`src/hw/rtl/kch_pkg.sv`:
```
// Shared types and constants of the k-mer counter
package kch_pkg;

  // op field codes
  localparam logic [1:0] OP_SHIFT = 2'd0;
  localparam logic [1:0] OP_RAW   = 2'd1;
  localparam logic [1:0] OP_QUERY = 2'd2;

  // k-mer length after reset
  localparam logic [3:0] KSIZE_RESET = 4'd8;

  typedef enum logic [2:0] {
    S_CLEAR,
    S_IDLE,
    S_LOOK,
    S_DEC,
    S_INC,
    S_DONE
  } kch_state_t;

  // controller -> datapath
  typedef struct packed {
    logic clear;
    logic accept;
    logic look;
    logic dec;
    logic inc;
    logic emit;
  } kch_cmd_t;

  // datapath -> controller
  typedef struct packed {
    logic clr_last;
    logic will_count;
  } kch_sts_t;

endpackage

```
`src/hw/rtl/kch_ctrl.sv`:
```
// Sequencer: clearing pass, item steps and output word handshake
module kch_ctrl import kch_pkg::*; (
  input  logic     clk,
  input  logic     rst,
  input  logic     in_valid,
  output logic     in_ready,
  output logic     out_valid,
  input  logic     out_ready,
  input  kch_sts_t sts,
  output kch_cmd_t cmd
);

  kch_state_t state;
  kch_state_t state_next;
  logic       out_free;

  assign out_free = !out_valid || out_ready;

  // state register
  always_ff @(posedge clk) begin
    if (rst) begin
      state <= S_CLEAR;
    end else begin
      state <= state_next;
    end
  end

  // next state
  always_comb begin
    state_next = state;
    unique case (state)
      S_CLEAR: if (sts.clr_last) state_next = S_IDLE;
      S_IDLE:  if (in_valid) state_next = S_LOOK;
      S_LOOK:  state_next = sts.will_count ? S_DEC : S_DONE;
      S_DEC:   state_next = S_INC;
      S_INC:   state_next = S_DONE;
      S_DONE:  if (out_free) state_next = S_IDLE;
      default: state_next = S_CLEAR;
    endcase
  end

  // command outputs
  always_comb begin
    cmd        = '0;
    in_ready   = 1'b0;
    unique case (state)
      S_CLEAR: cmd.clear = 1'b1;
      S_IDLE: begin
        in_ready   = 1'b1;
        cmd.accept = in_valid;
      end
      S_LOOK:  cmd.look = 1'b1;
      S_DEC:   cmd.dec  = 1'b1;
      S_INC:   cmd.inc  = 1'b1;
      S_DONE:  cmd.emit = out_free;
      default: cmd = '0;
    endcase
  end

  // output word valid: set on load, cleared when taken
  always_ff @(posedge clk) begin
    if (rst) begin
      out_valid <= 1'b0;
    end else if (cmd.emit) begin
      out_valid <= 1'b1;
    end else if (out_ready) begin
      out_valid <= 1'b0;
    end
  end

endmodule

```
`config.mk`:
```
export PLATFORM = sky130hd
export DESIGN_NAME = kch_ctrl
export DESIGN_NICKNAME = d
export VERILOG_FILES = /design/src/hw/rtl/kch_pkg.sv /design/src/hw/rtl/kch_ctrl.sv
export SDC_FILE = /design/constraint.sdc
export NUM_CORES = 1
export LEC_CHECK = 0
export BUFFER_PORTS_ARGS = -buffer_cell sky130_fd_sc_hd__buf_2
export CAP_MARGIN = 40
export CORE_AREA = 2 2 39 41
export DETAILED_ROUTE_END_ITERATION = 12
export DIE_AREA = 0 0 41 43
export PLACE_DENSITY = 0.38
export SYNTH_ARGS = -nofsm -noshare
export SYNTH_HDL_FRONTEND = slang
export SYNTH_SLANG_ARGS = --single-unit
```
`constraint.sdc`:
```
create_clock -name clk -period 2.38 [get_ports clk]
set_input_delay 0.476 -clock clk [delete_from_list [all_inputs] [get_ports clk]]
set_output_delay 0.476 -clock clk [all_outputs]
set_load 0.03 [all_outputs]
```
==> Yosys cells after proc, flatten, opt, wreduce, memory -nomap -nowiden <==
Index checks and enable logic that the tools add are counted.
{ "op_classes": {"reduce_logical": 5, "mux": 14, "n_eq_ne": 8} }
{ "op_table": {"columns": ["op", "n"], "rows": [
  ["$pmux W3 S6", 1],
  ["$mux W3", 4],
  ["$mux W1", 9],
  ["$eq A3 B2 Y1 const B", 2],
  ["$eq A3 B3 Y1 const B", 2],
  ["$ne A2 B2 Y1 const B", 3],
  ["$eq A3 B1 Y1 const B", 1],
  ["$logic_not A3 Y1", 1],
  ["$reduce_and A3 Y1", 1],
  ["$reduce_bool A2 Y1", 1],
  ["$logic_not A1 Y1", 1],
  ["$logic_or A1 B1 Y1", 1]
]} }
{ "totals": {"ff_bits": 4, "out_inout_bits": 8, "wordCells": 29, "in_bits": 6} }

==> Depth between registers and ports, before layout <==
{ "logic_depth": {"depth_word": 4, "depth_mapped": 4} }

==> Worst setup path before layout <==
OpenSTA, ideal clock, no wires.
{ "synth_timing": {"path_type": "register -> output", "startpoint": "register state[1]", "endpoint": "output cmd[3] in the netlist's numbering", "arrival_ps": 1188, "required_ps": 1904, "stages_incl_launch_ff": 3, "path_slack_ps": 716, "path_cell_list": "dfxtp_1 inv_2 nor3_1"} }
{ "synth_rtl": {"columns": ["element", "line", "text"], "rows": [
  ["start, declared", "kch_ctrl.sv:13", "kch_state_t state;"],
  ["start signal, assigned", "kch_ctrl.sv:24", "state <= state_next;"],
  ["end, declared", "kch_ctrl.sv:10", "output kch_cmd_t cmd"]
]} }

==> flow_metrics.env <==
export IMPL_powerDensity_nw_per_um2=618.3
export IMPL_htreeDepth=1
export IMPL_met1_length_um=269
export IMPL_die_w_um=41
export IMPL_endpoint_kind="output pin"
export IMPL_tightest_slew_ns=0.3688
export IMPL_synthTopCellsByCount="4 x dfxtp_1, 3 x and3_1, 3 x nor3_1"
export IMPL_synthAdderAreaFrac_pct=0
export IMPL_rows=14
export IMPL_holdPathEnd="out_valid"
export IMPL_insertion_delay_ns=0.23
export IMPL_r2r_start="state[2]"
export IMPL_area_growth_pct=34.63
export IMPL_worst_setup_path_start_kind="flip-flop"
export IMPL_firstDrtPassIters=2
export IMPL_status="finished clean"
export IMPL_path_class="reg -> out"
export IMPL_worstPathArrival_ns=1.33
export IMPL_cts_sinks=4
export IMPL_ys_types=19
export IMPL_seqPwrFrac_pct=37.1
export IMPL_drv_slew=0
export IMPL_ys_ff_latch=4
export IMPL_synth_compound_area_share_pct=21.46
export IMPL_maxCapViolCount=0
export IMPL_cts_clk_slew_worst_paths_ns=0.04
export IMPL_async_flop_share_pct=0
export IMPL_synth_top_area_share_pct=31.22
export IMPL_worst_path_max_delay_cell="dfxtp_1"
export IMPL_synth_main_ff_cell="dfxtp_1"
export IMPL_path_max_fanout=9
export IMPL_hold_path_class="in -> reg"
export IMPL_netlist_top_cells_area="dfxtp_1 31%, and3_1 7.3%, o41ai_2 6.3%"
export IMPL_cts_hold_buffers=0
export IMPL_dr_total_vias=254
export IMPL_slowest_delay_ns=0.46
export IMPL_synth_area_um2=256.5
export IMPL_fin_setup_tns_ns=0
export IMPL_ir_worst_vdd_v=0.0002714
export IMPL_die_y_um=43
export IMPL_via_per_inst=4.305
export IMPL_synth_most_common_cell="dfxtp_1"
export IMPL_wire_per_inst_um=9.678
export IMPL_slew_headroom_pct=75.38
export IMPL_r2r_end="state[2]"
export IMPL_cts_tree="yes"
export IMPL_postSynthCellCount=29
export IMPL_cp_cell_sequence="nor2b_2, and3_1, buf_2"
export IMPL_drt_iter0_markers=5
export IMPL_wl_um=571
export IMPL_clkPwrFrac_pct=39.4
export IMPL_yosysWarnings=0
export IMPL_numCtsBuffers=3
export IMPL_clock_path_buffers=2
export IMPL_grt_ovfl_total=0
export IMPL_gp_congestion=0.7142
export IMPL_synth_top_family_by_area="simple AND/OR/NAND/NOR gates"
export IMPL_cp_required_ns=1.90
export IMPL_critPathTopFamily="flip-flops"
export IMPL_fin_crit_sh_pct=75.80
export IMPL_swShare_pct=31.29
export IMPL_nNetsFinal=51
export IMPL_core_area_um2=1384
export IMPL_top_layer_used="met3"
export IMPL_r2r_slack_ns=1.28
export IMPL_initial_core_util_pct=18.54
export IMPL_hp_start="rst"
export IMPL_grt_use_total_pct=8.233
export IMPL_synth_xor_area_share_pct=0
export IMPL_synth_nets=35
export IMPL_drtAntennaViolNets=0
export IMPL_root_buffer="clkbuf_4"
export IMPL_period_needed_ns=1.804
export IMPL_ioPinCount=14
export IMPL_drive_gt1_share_pct=51.16
export IMPL_worst_path_buf_inv=1
export IMPL_reg2regPathDepth=3
export IMPL_fmax_mhz=554.3
export IMPL_combPwrFrac_pct=23.5
export IMPL_yosys_area_share_simple_pct=36.10
export IMPL_io_buffers=13
export IMPL_num_antenna_cells=0
export IMPL_cts_repair_resized=0
export IMPL_hpwl_um=451.8
export IMPL_synthMuxAreaShare_pct=0
export IMPL_synth_top_cell_by_area="dfxtp_1"
export IMPL_syn_area_per_cell_um2=8.845
export IMPL_grt_pass1_vias=214
export IMPL_skew_ns=0.00006188
export IMPL_rsz0062_at_grt="false"
export IMPL_ys_seq_area_share_pct=31.22
export IMPL_p_switching_uw=66.82
export IMPL_setup_viol=0
export IMPL_crit_start="state[0]"
export IMPL_power_internal_uw=146.7
export IMPL_met2_length_um=248
export IMPL_antenna_found_initial=0
export IMPL_synth_edf_count=0
export IMPL_drc=0
export IMPL_grt_max_degree=10
export IMPL_grt_pass1_wl_um=869
export IMPL_met3WireLength_um=53
export IMPL_leakagePower_uw=0.0001696
export IMPL_die_area_um2=1763
export IMPL_cts_setup_buffers=0
export IMPL_utilization_pct=24.95
export IMPL_worstHoldPathCells=2
export IMPL_finalHoldViolCount=0
-- kinds of logic after synthesis --
family                 Yosys count
AND/OR/NAND/NOR                 14
AO/OA/AOI/OAI                    7
flip-flops                       4
buffers and inverters            4
-- metal layers --
metal,up-vias,track usage [%]
met2,12,9.375
met1,111,9.003
met5,-,0
li1,131,-
met3,0,9.424
met4,0,4.000
-- cells in the final DEF, fill, tap and decap left out --
master	netlist	final
buf_2	0	13
dfxtp_1	4	4
and3_1	3	3
nor3_1	3	3
clkbuf_4	0	3
o21ai_1	2	2
nor2b_1	2	2
a21oi_1	2	2
nand2b_4	1	1
nor2b_2	1	1
inv_2	1	1
inv_4	1	1
and2_1	1	1
nor2_1	1	1
a22oi_1	1	1
nor3_2	1	1
a2111o_1	1	1
o41ai_2	1	1
nand2_1	1	1
-- power groups by stage --
stage          registers, uW  clock network, uW  logic [uW]
2_1_floorplan           74.7                  0        43.1
3_3_place_gp            80.1                  0        51.4
3_5_place_dp            80.2                  0        50.9
4_1_cts                 79.1               89.0        51.0
5_1_grt                 80.0               98.9        54.6
6_report                79.3               84.1        50.1
-- state kept, by name, indices dropped and copies added (netlist names) --
signal,cells
state,3
out_valid,1
-- area by class of cell --
cell class	instances	area, um^2
inverter	2	10.01
multi-input combinational	21	147.6
tap	16	20.02
fill	155	1039
sequential	4	80.08
timing repair buffer	13	65.06
clock buffer	3	22.52
-- worst max-delay path by stage --
stage,endpoint,depth (start not counted)
finish,cmd[4],3
global route,cmd[0],3
CTS,cmd[4],3
detailed placement,cmd[4],3
global placement,cmd[0],3
floorplan,cmd[3],2
-- metrics by stage --
stage               total power, uW  hold slack, ns  area [um^2]  setup slack, ns  std cells
finish                        213.5          0.4918        345.3           0.5759         59
global route                  233.5          0.4835        345.3           0.4715         59
CTS                           219.1          0.4833        345.3           0.5744         59
detailed placement            131.0          0.4941        322.8           0.8299         56
global placement              131.5          0.4998        322.8           0.8478         56
floorplan                     117.8          0.5214        256.5           0.7164         29
No activity file was read; power rests on OpenSTA's default activity.
